**src/hdl/tone_pattern_sequencer_defines.svh**
```systemverilog
// Assertion macros for the tone pattern sequencer
`ifndef TONE_PATTERN_SEQUENCER_DEFINES_SVH
`define TONE_PATTERN_SEQUENCER_DEFINES_SVH
`ifndef SYNTHESIS
`define TPS_ASSERT_SAME(label, clk, rst_n, ante, cons) \
	label: assert property (@(posedge clk) disable iff (!rst_n) (ante) |-> (cons)) \
		else $error("tone_pattern_sequencer: same-cycle check failed");
`define TPS_ASSERT_NEXT(label, clk, rst_n, ante, cons) \
	label: assert property (@(posedge clk) disable iff (!rst_n) (ante) |=> (cons)) \
		else $error("tone_pattern_sequencer: next-cycle check failed");
`else
`define TPS_ASSERT_SAME(label, clk, rst_n, ante, cons)
`define TPS_ASSERT_NEXT(label, clk, rst_n, ante, cons)
`endif
`endif

```
**src/hdl/tps_pkg.sv**
```systemverilog
// Types, codes and pattern ROM of the tone pattern sequencer
package tps_pkg;

	localparam int NUM_PATTERNS_DEF = 5;
	localparam int MAX_STEPS_DEF    = 16;
	localparam int NCH              = 2;
	localparam int NOUT             = 6;

	localparam logic [1:0] FN_START = 2'd0;
	localparam logic [1:0] FN_STOP  = 2'd1;
	localparam logic [1:0] FN_TICK  = 2'd2;

	localparam logic [3:0] VOL_MAX  = 4'd15;

	typedef enum logic [1:0] {
		ACT_TRIGGER = 2'd0,
		ACT_SILENCE = 2'd1,
		ACT_MUTE    = 2'd2
	} act_t;

	typedef struct packed {
		logic [1:0] func;
		logic [7:0] channel_sel;
		logic [7:0] pattern_num;
		logic [7:0] volume_req;
		logic       sfx_active;
		logic [3:0] sfx_mute_mask;
	} item_t;

	typedef struct packed {
		logic        channel;
		act_t        action;
		logic [10:0] freq;
		logic [3:0]  volume;
		logic [3:0]  mask;
	} cmd_t;

	typedef struct packed {
		logic [2:0]            cnt;
		cmd_t [NOUT-1:0]       cmd;
	} batch_t;

	typedef struct packed {
		logic       active;
		logic [2:0] pattern;
		logic [4:0] step;
		logic [7:0] frames;
		logic [3:0] volume;
		logic       stolen;
		logic       sounding;
		logic [3:0] saved;
	} chan_state_t;

	typedef struct packed {
		logic [10:0] freq;
		logic [7:0]  dur;
	} step_t;

	typedef struct packed {
		chan_state_t st;
		logic        fire;
		cmd_t        cmd;
	} play_t;

	function automatic cmd_t mk_cmd(logic ch, act_t act, logic [10:0] freq,
		logic [3:0] vol, logic [3:0] mask);
		cmd_t c;
		c.channel = ch;
		c.action  = act;
		c.freq    = freq;
		c.volume  = vol;
		c.mask    = mask;
		return c;
	endfunction

	function automatic logic [4:0] rom_count(logic [2:0] p);
		logic [4:0] r;
		case (p)
			3'd0:    r = 5'd1;
			3'd1:    r = 5'd4;
			3'd2:    r = 5'd2;
			3'd3:    r = 5'd16;
			3'd4:    r = 5'd16;
			default: r = 5'd1;
		endcase
		return r;
	endfunction

	function automatic logic rom_loop(logic [2:0] p);
		return p == 3'd2;
	endfunction

	// entries past a pattern's length read as zero frequency, zero duration
	function automatic step_t rom_step(logic [2:0] p, logic [3:0] s);
		step_t e;
		e = '0;
		case (p)
			3'd0: begin
				if (s == 4'd0) e = '{freq: 11'd1760, dur: 8'd20};
			end
			3'd1: begin
				case (s)
					4'd0:    e = '{freq: 11'd1810, dur: 8'd5};
					4'd1:    e = '{freq: 11'd1796, dur: 8'd5};
					4'd2:    e = '{freq: 11'd1781, dur: 8'd5};
					4'd3:    e = '{freq: 11'd1769, dur: 8'd5};
					default: e = '0;
				endcase
			end
			3'd2: begin
				if (s == 4'd0) e = '{freq: 11'd1760, dur: 8'd15};
				else if (s == 4'd1) e = '{freq: 11'd1812, dur: 8'd15};
			end
			3'd3: begin
				e = s[0] ? '{freq: 11'd1812, dur: 8'd6} : '{freq: 11'd1760, dur: 8'd6};
			end
			3'd4: begin
				e = s[0] ? '{freq: 11'd0, dur: 8'd16} : '{freq: 11'd1915, dur: 8'd8};
			end
			default: begin
				if (s == 4'd0) e = '{freq: 11'd0, dur: 8'd1};
			end
		endcase
		return e;
	endfunction

	// load the current step: set its duration, then trigger or silence
	function automatic play_t play_step(chan_state_t s, logic ch);
		step_t e;
		play_t r;
		e = rom_step(s.pattern, s.step[3:0]);
		r.st = s;
		r.fire = 1'b0;
		r.cmd = '0;
		r.st.frames = e.dur;
		if (e.freq == 11'd0) begin
			if (s.sounding) begin
				r.fire = 1'b1;
				r.cmd = mk_cmd(ch, ACT_SILENCE, 11'd0, 4'd0, 4'd0);
				r.st.sounding = 1'b0;
			end
		end else begin
			r.fire = 1'b1;
			r.cmd = mk_cmd(ch, ACT_TRIGGER, e.freq, s.volume, 4'd0);
			r.st.sounding = 1'b1;
		end
		return r;
	endfunction

endpackage

```
**src/hdl/tps_in_if.sv**
```systemverilog
// Request channel: start, stop and frame tick beats
interface tps_in_if;
	logic       valid;
	logic       ready;
	logic [1:0] func;
	logic [7:0] channel_sel;
	logic [7:0] pattern_num;
	logic [7:0] volume_req;
	logic       sfx_active;
	logic [3:0] sfx_mute_mask;

	modport source (
		output valid, func, channel_sel, pattern_num, volume_req, sfx_active, sfx_mute_mask,
		input  ready
	);
	modport sink (
		input  valid, func, channel_sel, pattern_num, volume_req, sfx_active, sfx_mute_mask,
		output ready
	);
endinterface

```
**src/hdl/tps_out_if.sv**
```systemverilog
// Command channel: trigger, silence and mute-mask beats
interface tps_out_if;
	logic        valid;
	logic        ready;
	logic        out_channel;
	logic [1:0]  action;
	logic [10:0] tone_freq;
	logic [3:0]  tone_volume;
	logic [3:0]  mute_mask;
	logic        last;

	modport source (
		output valid, out_channel, action, tone_freq, tone_volume, mute_mask, last,
		input  ready
	);
	modport sink (
		input  valid, out_channel, action, tone_freq, tone_volume, mute_mask, last,
		output ready
	);
endinterface

```
**src/hdl/tps_seq.sv**
```systemverilog
// Channel state and the single-pass command generator
module tps_seq #(
	parameter int NUM_PATTERNS = tps_pkg::NUM_PATTERNS_DEF,
	parameter int MAX_STEPS    = tps_pkg::MAX_STEPS_DEF
) (
	input  logic           clk,
	input  logic           arst_n,
	input  logic           go,
	input  tps_pkg::item_t item,
	output tps_pkg::batch_t batch
);
	import tps_pkg::*;

	chan_state_t [NCH-1:0] state_q;
	logic [3:0]            gmute_q;

	chan_state_t [NCH-1:0] st;
	logic [3:0]            gm;
	cmd_t [NOUT-1:0]       cmds;
	logic [2:0]            n;
	logic                  ch;
	logic [NCH-1:0]        owns;
	logic [2:0]            pat;
	logic [3:0]            vol;
	logic [4:0]            nxt_step;
	logic [4:0]            cnt;
	logic [4:0]            lim;
	step_t                 e;
	play_t                 pr;
	logic                  play;

	always_comb begin
		st = state_q;
		gm = gmute_q;
		cmds = '0;
		n = 3'd0;
		e = '0;
		pr = '0;
		play = 1'b0;
		nxt_step = '0;
		cnt = '0;
		lim = '0;
		ch = (item.channel_sel != 8'd1);
		owns = {NCH{item.sfx_active}} & item.sfx_mute_mask[NCH-1:0];
		pat = (item.pattern_num >= 8'(NUM_PATTERNS)) ? 3'd0 : item.pattern_num[2:0];
		vol = (item.volume_req > 8'(VOL_MAX)) ? VOL_MAX : item.volume_req[3:0];

		unique case (item.func)
			FN_START: begin
				if (st[ch].active) begin
					if (!owns[ch] && st[ch].sounding) begin
						cmds[n] = mk_cmd(ch, ACT_SILENCE, 11'd0, 4'd0, 4'd0);
						n = n + 3'd1;
					end
					gm = st[ch].saved;
					cmds[n] = mk_cmd(ch, ACT_MUTE, 11'd0, 4'd0, gm | item.sfx_mute_mask);
					n = n + 3'd1;
				end
				st[ch].pattern = pat;
				st[ch].volume = vol;
				st[ch].step = 5'd0;
				st[ch].stolen = 1'b0;
				st[ch].sounding = 1'b0;
				st[ch].saved = gm;
				gm = gm | (4'd1 << ch);
				cmds[n] = mk_cmd(ch, ACT_MUTE, 11'd0, 4'd0, gm | item.sfx_mute_mask);
				n = n + 3'd1;
				st[ch].active = 1'b1;
				if (!owns[ch]) begin
					pr = play_step(st[ch], ch);
					st[ch] = pr.st;
					if (pr.fire) begin
						cmds[n] = pr.cmd;
						n = n + 3'd1;
					end
				end else begin
					st[ch].stolen = 1'b1;
				end
			end
			FN_STOP: begin
				if (st[ch].active) begin
					st[ch].active = 1'b0;
					if (!owns[ch] && st[ch].sounding) begin
						cmds[n] = mk_cmd(ch, ACT_SILENCE, 11'd0, 4'd0, 4'd0);
						n = n + 3'd1;
					end
					st[ch].sounding = 1'b0;
					gm = st[ch].saved;
					cmds[n] = mk_cmd(ch, ACT_MUTE, 11'd0, 4'd0, gm | item.sfx_mute_mask);
					n = n + 3'd1;
				end
			end
			FN_TICK: begin
				for (int c = 0; c < NCH; c++) begin
					play = 1'b0;
					if (st[c].active) begin
						if (owns[c]) begin
							st[c].stolen = 1'b1;
						end else begin
							// sound effects released the channel: retrigger current tone
							if (st[c].stolen) begin
								e = rom_step(st[c].pattern, st[c].step[3:0]);
								st[c].stolen = 1'b0;
								if (st[c].frames != 8'd0 && e.freq != 11'd0) begin
									cmds[n] = mk_cmd(1'(c), ACT_TRIGGER, e.freq, st[c].volume,
										4'd0);
									n = n + 3'd1;
									st[c].sounding = 1'b1;
								end
							end
							if (st[c].frames != 8'd0) begin
								st[c].frames = st[c].frames - 8'd1;
								if (st[c].frames == 8'd0) begin
									nxt_step = st[c].step + 5'd1;
									cnt = rom_count(st[c].pattern);
									lim = (cnt > 5'(MAX_STEPS)) ? 5'(MAX_STEPS) : cnt;
									if (nxt_step >= lim) begin
										if (rom_loop(st[c].pattern)) begin
											st[c].step = 5'd0;
											play = 1'b1;
										end else begin
											st[c].step = nxt_step;
											if (st[c].sounding) begin
												cmds[n] = mk_cmd(1'(c), ACT_SILENCE, 11'd0,
													4'd0, 4'd0);
												n = n + 3'd1;
												st[c].sounding = 1'b0;
											end
											st[c].active = 1'b0;
											gm = st[c].saved;
											cmds[n] = mk_cmd(1'(c), ACT_MUTE, 11'd0, 4'd0,
												gm | item.sfx_mute_mask);
											n = n + 3'd1;
										end
									end else begin
										st[c].step = nxt_step;
										play = 1'b1;
									end
								end
							end
						end
					end
					if (play) begin
						pr = play_step(st[c], 1'(c));
						st[c] = pr.st;
						if (pr.fire) begin
							cmds[n] = pr.cmd;
							n = n + 3'd1;
						end
					end
				end
			end
			default: ;
		endcase

		batch.cnt = n;
		batch.cmd = cmds;
	end

	always_ff @(posedge clk or negedge arst_n) begin
		if (!arst_n) begin
			state_q <= '0;
			gmute_q <= '0;
		end else if (go) begin
			state_q <= st;
			gmute_q <= gm;
		end
	end

endmodule

```
**src/hdl/tps_drain.sv**
```systemverilog
// Command buffer: holds one item's commands and sends them one beat per cycle while rsp.ready is high
module tps_drain (
	input  logic             clk,
	input  logic             arst_n,
	input  logic             load,
	input  tps_pkg::batch_t  batch,
	output logic             load_ok,
	tps_out_if.source        rsp
);
	import tps_pkg::*;

	cmd_t [NOUT-1:0] cmds_q;
	logic [2:0]      cnt_q;
	logic            pop;

	assign rsp.valid       = (cnt_q != 3'd0);
	assign pop             = rsp.valid && rsp.ready;
	// free now, or its final command leaves this cycle
	assign load_ok         = (cnt_q == 3'd0) || (cnt_q == 3'd1 && rsp.ready);

	assign rsp.out_channel = cmds_q[0].channel;
	assign rsp.action      = cmds_q[0].action;
	assign rsp.tone_freq   = cmds_q[0].freq;
	assign rsp.tone_volume = cmds_q[0].volume;
	assign rsp.mute_mask   = cmds_q[0].mask;
	assign rsp.last        = (cnt_q == 3'd1);

	always_ff @(posedge clk or negedge arst_n) begin
		if (!arst_n) begin
			cnt_q <= '0;
		end else if (load) begin
			cnt_q <= batch.cnt;
		end else if (pop) begin
			cnt_q <= cnt_q - 3'd1;
		end
	end

	always_ff @(posedge clk) begin
		if (load) begin
			cmds_q <= batch.cmd;
		end else if (pop) begin
			cmds_q <= {cmd_t'('0), cmds_q[NOUT-1:1]};
		end
	end

endmodule

```
**src/hdl/tone_pattern_sequencer.sv**
```systemverilog
// Two-channel beep pattern sequencer. Each request beat (start, stop or frame tick) is
// registered, then resolved combinationally against the channel state into zero to six
// commands, which go into a six-entry command buffer and leave on rsp one beat per cycle
// while rsp.ready is high, the final one marked by last. A request is taken every cycle
// while the buffer can accept; the sustained rate is set by the command buffer's single
// output port, as an item's commands leave one at a time and the next item loads only once
// the buffer is empty or its final command is leaving. A request is registered at the input,
// and its commands in the buffer before reaching rsp. No clearing pass follows reset.
`include "tone_pattern_sequencer_defines.svh"
module tone_pattern_sequencer #(
	parameter int NUM_PATTERNS = tps_pkg::NUM_PATTERNS_DEF,
	parameter int MAX_STEPS    = tps_pkg::MAX_STEPS_DEF
) (
	input  logic      clk,
	input  logic      arst_n,
	tps_in_if.sink    req,
	tps_out_if.source rsp
);
	import tps_pkg::*;

	logic   valid_s1;
	item_t  item_s1;
	logic   load_ok;
	logic   go;
	batch_t batch;

	assign go        = valid_s1 && load_ok;
	assign req.ready = !valid_s1 || load_ok;

	always_ff @(posedge clk or negedge arst_n) begin
		if (!arst_n) begin
			valid_s1 <= 1'b0;
		end else if (req.ready) begin
			valid_s1 <= req.valid;
		end
	end

	always_ff @(posedge clk) begin
		if (req.valid && req.ready) begin
			item_s1.func          <= req.func;
			item_s1.channel_sel   <= req.channel_sel;
			item_s1.pattern_num   <= req.pattern_num;
			item_s1.volume_req    <= req.volume_req;
			item_s1.sfx_active    <= req.sfx_active;
			item_s1.sfx_mute_mask <= req.sfx_mute_mask;
		end
	end

	tps_seq #(
		.NUM_PATTERNS(NUM_PATTERNS),
		.MAX_STEPS   (MAX_STEPS)
	) u_seq (
		.clk   (clk),
		.arst_n(arst_n),
		.go    (go),
		.item  (item_s1),
		.batch (batch)
	);

	tps_drain u_drain (
		.clk    (clk),
		.arst_n (arst_n),
		.load   (go),
		.batch  (batch),
		.load_ok(load_ok),
		.rsp    (rsp)
	);

	// a taken request is always registered for processing in the next cycle
	`TPS_ASSERT_NEXT(a_req_reg, clk, arst_n, req.valid && req.ready, valid_s1)
	// once the final command of an item leaves and nothing is loaded, output goes idle
	`TPS_ASSERT_NEXT(a_last_empties, clk, arst_n, rsp.valid && rsp.ready && rsp.last && !go, !rsp.valid)
	// the sequencer never triggers a tone at frequency zero
	`TPS_ASSERT_SAME(a_trig_freq, clk, arst_n, rsp.valid && rsp.action == ACT_TRIGGER, rsp.tone_freq != 11'd0)
	// silence and mute commands carry no tone settings
	`TPS_ASSERT_SAME(a_nontrig_zero, clk, arst_n, rsp.valid && rsp.action != ACT_TRIGGER, rsp.tone_freq == 11'd0 && rsp.tone_volume == 4'd0)

endmodule
```
**src/flat_wrapper.sv**
```systemverilog
// flat-port wrapper written by rule: the top's interface ports become plain ports
module tone_pattern_sequencer_flat import tps_pkg::*;
#(
	parameter int NUM_PATTERNS = tps_pkg::NUM_PATTERNS_DEF,
	parameter int MAX_STEPS    = tps_pkg::MAX_STEPS_DEF
)
  (clk, arst_n, req_valid, req_func, req_channel_sel, req_pattern_num, req_volume_req, req_sfx_active, req_sfx_mute_mask, req_ready, rsp_valid, rsp_out_channel, rsp_action, rsp_tone_freq, rsp_tone_volume, rsp_mute_mask, rsp_last, rsp_ready);
  tps_in_if req_i ();
  tps_out_if rsp_i ();
  input  logic clk;
  input  logic arst_n;
  input wire logic [$bits(req_i.valid)-1:0] req_valid;
  input wire logic [$bits(req_i.func)-1:0] req_func;
  input wire logic [$bits(req_i.channel_sel)-1:0] req_channel_sel;
  input wire logic [$bits(req_i.pattern_num)-1:0] req_pattern_num;
  input wire logic [$bits(req_i.volume_req)-1:0] req_volume_req;
  input wire logic [$bits(req_i.sfx_active)-1:0] req_sfx_active;
  input wire logic [$bits(req_i.sfx_mute_mask)-1:0] req_sfx_mute_mask;
  output wire logic [$bits(req_i.ready)-1:0] req_ready;
  output wire logic [$bits(rsp_i.valid)-1:0] rsp_valid;
  output wire logic [$bits(rsp_i.out_channel)-1:0] rsp_out_channel;
  output wire logic [$bits(rsp_i.action)-1:0] rsp_action;
  output wire logic [$bits(rsp_i.tone_freq)-1:0] rsp_tone_freq;
  output wire logic [$bits(rsp_i.tone_volume)-1:0] rsp_tone_volume;
  output wire logic [$bits(rsp_i.mute_mask)-1:0] rsp_mute_mask;
  output wire logic [$bits(rsp_i.last)-1:0] rsp_last;
  input wire logic [$bits(rsp_i.ready)-1:0] rsp_ready;
  assign req_i.valid = req_valid;
  assign req_i.func = req_func;
  assign req_i.channel_sel = req_channel_sel;
  assign req_i.pattern_num = req_pattern_num;
  assign req_i.volume_req = req_volume_req;
  assign req_i.sfx_active = req_sfx_active;
  assign req_i.sfx_mute_mask = req_sfx_mute_mask;
  assign req_ready = req_i.ready;
  assign rsp_valid = rsp_i.valid;
  assign rsp_out_channel = rsp_i.out_channel;
  assign rsp_action = rsp_i.action;
  assign rsp_tone_freq = rsp_i.tone_freq;
  assign rsp_tone_volume = rsp_i.tone_volume;
  assign rsp_mute_mask = rsp_i.mute_mask;
  assign rsp_last = rsp_i.last;
  assign rsp_i.ready = rsp_ready;
  tone_pattern_sequencer #(.NUM_PATTERNS(NUM_PATTERNS), .MAX_STEPS(MAX_STEPS)) u_core (.clk(clk), .arst_n(arst_n), .req(req_i), .rsp(rsp_i));
endmodule
```
**config.mk**
```make
export PLATFORM = sky130hd
export DESIGN_NAME = tone_pattern_sequencer_flat
export DESIGN_NICKNAME = d
export VERILOG_FILES = /design/src/hdl/tps_pkg.sv /design/src/hdl/tps_in_if.sv /design/src/hdl/tps_out_if.sv /design/src/hdl/tps_seq.sv /design/src/hdl/tps_drain.sv /design/src/hdl/tone_pattern_sequencer.sv /design/src/flat_wrapper.sv
export VERILOG_INCLUDE_DIRS = /design/src /design/src/hdl
export SDC_FILE = /design/constraint.sdc
export NUM_CORES = 1
export LEC_CHECK = 0
export BUFFER_PORTS_ARGS = -buffer_cell sky130_fd_sc_hd__buf_2
export CAP_MARGIN = 20
export CORE_ASPECT_RATIO = 0.9
export CORE_UTILIZATION = 30
export CTS_CLUSTER_SIZE = 24
export DETAILED_ROUTE_END_ITERATION = 7
export PLACE_DENSITY = 0.49
export SLEW_MARGIN = 20
export SYNTH_ARGS = -nofsm -noshare
export SYNTH_HDL_FRONTEND = slang
export SYNTH_HIERARCHICAL = 1
export SYNTH_SLANG_ARGS = --single-unit
```
**constraint.sdc**
```tcl
create_clock -name clk -period 10.3 [get_ports clk]
set_input_delay 1.03 -clock clk [delete_from_list [all_inputs] [get_ports clk]]
set_output_delay 1.03 -clock clk [all_outputs]
set_load 0.01 [all_outputs]
```
==> metrics, run 1 <==
CTS clk-pin slew, worst paths ~0.060 ns; CP Data Arrival Time between 9 and 10 ns; Slew Viols, Final 0; FFs w/ async S/R, synth between 20% and 30%; first drt pass iteration count 6; Net Sw Power roughly 1.9 mW; clk sinks between 200 and 250; Die Footprint roughly 56,000 µm²; final setup TNS 0 ns; initial core utilization between 30% and 40%; Fmax approximately 0.10 GHz; Final Hold Fails 0; row count between 80 and 90; CTS tree done; Yosys reg bits 225; Final setup violation count 0; post-synthesis sequential area ratio approximately two fifths; Sw Ratio between 40% and 50%; syn_nets approximately 1,900; Ports 60; Port-buffer cells 59; CTS Buffer Depth 3; vias after detailed routing around 15,000; design area 18,100 µm²; max-cap violations 0; Multi-input gate area around 9200 µm²; Ys Warns 6; antenna viol nets, final 0; Synth top area share 29.6%; Clock Power Share between 20 and 25%; P per Cell Area ~260 nW/µm²; type of origin of the critical path flip-flop; Root Buffer clkbuf_16; routed length per placed instance around 24 µm; outcome finished clean; Synth Instances 1,780; DRC viols 0; crit-path max FO 16; DR iter-0 viols 1,731; top cells by area in the synthesized netlist edfxtp_1 (30%), dfrtp_1 (9.4%), mux2_4 (5.8%), nor2_1 (4.3%), nand2_1 (4.1%); combinational share of power a little over two fifths; mean post-synth cell area just over 9 µm²; top-count cell post-synth nor2_1; synth unique cells about 110; CTS Buf Count 27; WP data required around 11 ns; # Post-CTS Setup Buffers 0; Min Hold Slack between 0.4 and 0.5 ns; post-detail-place hpwl roughly 44,000 µm; GPL Wtd Cong ~0.95; post-CTS sizing 0; crit-path most repeated cell ha_1; worst slew pin tran 1.10 ns; Total Wirelength about 60,000 µm; vias in the first global route approximately 14,000; H-tree depth 1; Yosys top cell by area edfxtp_1; Final Critical Period 9.59 ns; highest ir drop seen on vdd about 0.00017 V; die width 250 µm; fraction of layout cells with a size suffix above 1 between 10% and 20%; Fin Clk Skew about 0.014 ns; Max-slew headroom about a quarter; Core ar. 54,400 µm²; initial antenna violation count 0; Synth Flop Type edfxtp_1; DP Area about 17,000 µm²; RSZ-0062 raised after global routing no; largest net degree at the start of global routing between 70 and 80; drt via density 5.90; area grow syn2layout 9.14%; first-pass GRT wire length between 90,000 and 100,000 µm; utilization after layout 33.2%; grt ovf 0; Sequential Power Share 36.4%; die height about 220 µm; Pleak between 6 and 7 nW; Design Power approximately 4.7 mW; Internal Pwr Total about 2.8 mW; fin nets between 1,500 and 2,000; clk_lat worst skew roughly 0.59 ns; hold_buf cts 0; GR Util All Layers roughly a fifth; # diodes 0; Synth top cells by count nor2_1 (189), nand2_1 (180), edfxtp_1 (163); synthesized area 16,600 µm²; CP peak stage delay 0.73 ns; final period utilization roughly 93%; class of the most critical setup path flip-flop to flip-flop; fillers around 5,600; CP endpoint kind flip-flop; hold crit path type flip-flop to flip-flop; FF/Latch Area ~6400 µm²; EDFF count, synth between 150 and 200; Worst path slowest cell dfrtp_1
cell type report:
type	instances	share of cell area, %
Sequential cell	225	35.7
Clock buffer	36	3.98
Clock inverter	14	0.692
Tap cell	705	4.88
Inverter	58	1.20
Timing Repair Buffer	85	2.73
Multi-Input combinational cell	1361	50.8
power groups by stage:
stage                     registers [mW]  logic, mW  clock network (mW)
after floorplan                     1.66       1.57                   0
after CTS                           1.69       2.01               0.969
after detailed placement            1.71       1.99                   0
after global routing                1.73       2.19               0.998
after global placement              1.70       1.98                   0
final                               1.69       2.02               0.941
placed cells by master, fill, tap and decap left out, types with 18 or more instances in the layout:
master     instances
ha_1              37
edfxtp_1         163
o22ai_1           28
inv_1             53
nand3_1           37
mux2_2            51
mux2_4            64
o21ai_0          129
buf_4             27
nor3_1            44
nand4_1           23
and2_1            33
dfrtp_1           62
nand2_1          180
a31oi_1           19
o31ai_1           18
clkbuf_16         27
nor2_1           188
buf_2             58
a21oi_1          122
cells by family (layout without fill, tap and decap cells):
group	count (synthesis)	count (layout)	share of synthesized area [%]
AND/OR/NAND/NOR	647	647	19.7
buffers and inverters	194	193	5.79
XOR/XNOR	26	26	1.76
multiplexers	127	127	10.0
adder cells (fa/ha/maj)	38	38	2.86
AO/OA/AOI/OAI	523	523	21.0
flip-flops	225	225	38.9
layer usage:
| layer | wire length [µm] | global-route usage [%] |
|---|---|---|
| met5 | 0 | 0 |
| met4 | 1430 | 5.06 |
| met3 | 4310 | 2.60 |
| met2 | 26500 | 32.8 |
| met1 | 27800 | 31.2 |
per-stage QoR:
step                instances  setup WS [ns]
floorplan                1780           2.41
global placement         2433           1.21
detailed placement       2433          0.826
CTS                      2483          0.768
global route             2484         0.0890
finish                   2484          0.708
final timing paths:
| kind | from | end | slack, ns | cells past startpoint |
|---|---|---|---|---|
| min | flip-flop | flip-flop | 0.48 | 2 |
| max | u_core/u_seq/state_q[18]$_DFFE_PN0P_ | u_core/u_drain/rsp.action[1]$_DFFE_PP_ | 0.71 | 31 |
| max in group asynchronous | arst_n | asynchronous set/reset pin | 9.04 | 1 |
| min in group asynchronous | arst_n | asynchronous set/reset pin | 0.56 | 1 |
| max reg2reg | u_core/u_seq/state_q[18]$_DFFE_PN0P_ | u_core/u_drain/rsp.action[1]$_DFFE_PP_ | 0.71 | 31 |
| min reg2reg | flip-flop | flip-flop | 0.48 | 2 |
critical path, delay by kind of cell, from the launching register on:
kind | cells | cell delay [ns]
buffers and inverters | 5 | 1.08
adder cells (fa/ha/maj) | 6 | 2.05
multiplexers | 3 | 0.81
AND/OR/NAND/NOR | 4 | 1.19
AO/OA/AOI/OAI | 12 | 3.05
XOR/XNOR | 1 | 0.41
flip-flops | 1 | 0.73
Power figures use the tool's default switching activity.
==> run 2, diff against run 1 <==
- ABC_AREA: unset -> 1
- CTS_CLUSTER_DIAMETER: unset -> 100
==> run 2 against run 1 <==
Critical path depth is the same. Non-clock buffer count grew 1. Global-route usage grew 4.0 points. Count of clock-buffer cells in the layout shrank 20. Sequential power grew 3%. Largest cell class unchanged. Largest power group unchanged.
==> metrics, run 2 <==
outcome finished clean (unchanged); Fmax 0.144 GHz (was 0.104 GHz); crit-path max FO 11 (was 16); antenna viol nets, final 0 (unchanged); max-cap violations 0 (unchanged); clk sinks 225 (unchanged); design area 18,100 µm² (about the same); synth unique cells 59 (was 109); RSZ-0062 raised after global routing no (unchanged); Yosys top cell by area edfxtp_1 (unchanged); die width 252 µm (was 250 µm); initial antenna violation count 0 (unchanged); commonest non-fill, non-tap cell in the layout nand2_1 (was nor2_1); die height 227 µm (was 225 µm); FFs w/ async S/R, synth 27.6% (unchanged); GPL Wtd Cong 0.995 (was 0.949); Slew Viols, Final 0 (unchanged); Yosys reg bits 225 (unchanged); hold_buf cts 0 (unchanged); Final setup violation count 0 (unchanged); Synth top cells by count nand2_1 (745), nor2_1 (278), inv_1 (258) (was nor2_1 (189), nand2_1 (180), edfxtp_1 (163)); Die Footprint 57,100 µm² (was 56,100 µm²); Ys Warns 6 (unchanged); type of origin of the critical path flip-flop (unchanged); Total Wirelength 71,500 µm (was 60,000 µm); largest net degree at the start of global routing 91 (was 77); DP Area 17,700 µm² (was 17,200 µm²); CTS Buffer Depth 3 (unchanged); Final Hold Fails 0 (unchanged); syn_nets 2,479 (was 1,852); post-CTS sizing 0 (unchanged); Reg2Reg Capture Point u_core/u_drain/cmds_q[62]$_DFFE_PP_ (was u_core/u_drain/rsp.action[1]$_DFFE_PP_); final setup TNS 0 ns (unchanged); Pleak 8.17 nW (was 6.73 nW); CP peak stage delay 0.58 ns (was 0.73 ns); Synth top area share 29.1% (was 29.6%); vias in the first global route 16,200 (was 14,000); worst slew pin tran 1.11 ns (was 1.10 ns); DRC viols 0 (unchanged); post-synthesis sequential area ratio 38.3% (was 38.9%); Hold Startpoint u_core/u_drain/cmds_q[88]$_DFFE_PP_; H-tree depth 1 (unchanged); commonest non-fill, non-tap cells in the layout nand2_1 (745), nor2_1 (276), inv_1 (257) (was nor2_1 (188), nand2_1 (180), edfxtp_1 (163)); # Post-CTS Setup Buffers 0 (unchanged); GR Util All Layers 25.2% (was 21.2%); routed length per placed instance 22.7 µm (was 24.2 µm); CTS clk-pin slew, worst paths 0.10 ns (was 0.06 ns); Root Buffer clkbuf_16 (unchanged); fraction of layout cells with a size suffix above 1 8.87% (was 17.7%); # diodes 0 (unchanged); Final Critical Period 6.96 ns (was 9.59 ns); worst r2r src u_core/u_seq/state_q[18]$_DFFE_PN0P_ (unchanged); first drt pass iteration count 6 (unchanged); highest ir drop seen on vdd 0.000394 V (was 0.000172 V); Ports 60 (unchanged); class of the most critical setup path flip-flop to flip-flop (unchanged); post-detail-place hpwl 55,100 µm (was 43,800 µm); CTS Buf Count 15 (was 27); fin nets 2,467 (was 1,830); hold crit path type flip-flop to flip-flop (unchanged); Fin Clk Skew 0.0196 ns (was 0.0141 ns); top-count cell post-synth nand2_1 (was nor2_1); Core ar. 54,800 µm² (was 54,400 µm²); CP Data Arrival Time 7.37 ns (was 9.92 ns); Worst path slowest cell dfrtp_1 (unchanged); EDFF count, synth 163 (unchanged); fillers 5,979 (was 5,623); area grow syn2layout 7.76% (was 9.14%); drt via density 5.35 (was 5.90); vias after detailed routing 16,800 (was 14,700); reg2reg setup slack 3.34 ns (was 0.71 ns); initial core utilization 30.7% (was 30.4%); R2R cell count 31 (unchanged); P per Cell Area 305 nW/µm² (was 257 nW/µm²); top cells by area in the synthesized netlist edfxtp_1 (29%), nand2_1 (17%), dfrtp_1 (9.2%), nor2_1 (6.2%), inv_1 (5.8%) (was edfxtp_1 (30%), dfrtp_1 (9.4%), mux2_4 (5.8%), nor2_1 (4.3%), nand2_1 (4.1%)); Synth Flop Type edfxtp_1 (unchanged); WP data required 10.71 ns (was 10.63 ns); Multi-input gate area 8720 µm² (was 9190 µm²); mean post-synth cell area 6.99 µm² (was 9.30 µm²); hold path cells 2 (unchanged); first-pass GRT wire length 107,000 µm (was 91,300 µm); synthesized area 16,800 µm² (was 16,600 µm²); final period utilization 67.6% (was 93.1%); CTS tree done (unchanged); Port-buffer cells 59 (unchanged); FF/Latch Area 6450 µm² (unchanged); CP endpoint kind flip-flop (unchanged); hold endpoint u_core/u_drain/cmds_q[66]$_DFFE_PP_; grt ovf 0 (unchanged); DR iter-0 viols 1,968 (was 1,731); Synth Instances 2,407 (was 1,780); Max-slew headroom 25.3% (was 24.7%); row count 81 (unchanged); clk_lat worst skew 0.53 ns (was 0.59 ns)
-- run 2: cell count changes after synthesis, moves of 34 or more --
cell     previous run  this run
nor2_1            189       278
o21ai_0           130       164
mux2_2             51         1
inv_1              53       258
nand3_1            37       127
nand2_1           180       745
mux2_4             64         0
-- run 2: where the power goes --
| part | leakage, nW | total, mW | internal (mW) | switching, mW |
|---|---|---|---|---|
| sequential | 2.44 | 1.74 | 1.55 | 0.191 |
| combinational | 5.50 | 3.16 | 0.726 | 2.43 |
| clock | 0.225 | 0.639 | 0.281 | 0.358 |
-- run 2: final cells by class --
| cell class | instances | share of cell area [%] |
|---|---|---|
| multi-input combinational | 1780 | 48.1 |
| inverter | 287 | 5.96 |
| clock buffer | 16 | 2.09 |
| clock inverter | 8 | 0.428 |
| timing repair buffer | 86 | 2.75 |
| sequential | 225 | 35.5 |
| tap | 747 | 5.15 |
-- run 2: metrics by stage --
stage	hold slack (ns)	cells	setup slack (ns)	utilization [%]	power [mW]
3_5_place_dp	0.495	3125	3.44	32.3	4.86
4_1_cts	0.498	3149	3.42	33.1	5.52
5_1_grt	0.531	3149	2.95	33.1	5.92
2_1_floorplan	0.464	2407	4.78	-	3.77
3_3_place_gp	0.486	3125	3.60	32.2	4.87
6_report	0.495	3149	3.34	33.1	5.54
-- run 2: cell families after synthesis --
kind of cell	share of synthesized area, %
simple gates	32.9
mux	0.0669
compound gates	15.3
xor+xnor	0.572
flops	38.3
fa+ha+maj	2.75
buf+inv	10.1
-- run 2: worst max-delay path by stage --
stage / startpoint / to / slack, ns / depth (start not counted)
after floorplan: u_core/u_seq/state_q[18]$_DFFE_PN0P_ / u_core/u_drain/cmds_q[58]$_DFFE_PP_ / 4.78 / 34
after global placement: u_core/u_seq/state_q[18]$_DFFE_PN0P_ / u_core/u_drain/cmds_q[61]$_DFFE_PP_ / 3.60 / 31
after detailed placement: u_core/u_seq/state_q[18]$_DFFE_PN0P_ / u_core/u_drain/cmds_q[62]$_DFFE_PP_ / 3.44 / 31
after CTS: u_core/u_seq/state_q[18]$_DFFE_PN0P_ / u_core/u_drain/cmds_q[62]$_DFFE_PP_ / 3.42 / 31
after global routing: u_core/u_seq/state_q[18]$_DFFE_PN0P_ / u_core/u_drain/cmds_q[62]$_DFFE_PP_ / 2.95 / 31
final: u_core/u_seq/state_q[18]$_DFFE_PN0P_ / u_core/u_drain/cmds_q[62]$_DFFE_PP_ / 3.34 / 31
-- run 2: metal layers --
layer | part of all wire [%] | GRT usage (%) | vias up
li1 | - | - | 7915
met1 | 47 | 36.5 | 8083
met2 | 43 | 39.2 | 742
met3 | 7.9 | 3.48 | 95
met4 | 2.4 | 5.90 | 0
met5 | 0 | 0 | -
-- run 2: worst max-delay path, delay by kind of cell, from the launching register on --
kind / cells / cell delay [ns]
and+or+nand+nor: 16 / 2.77
DFF: 1 / 0.58
buffers and inverters: 4 / 0.47
AOI/OAI and AO/OA: 5 / 1.16
adders and majority gates: 6 / 1.84
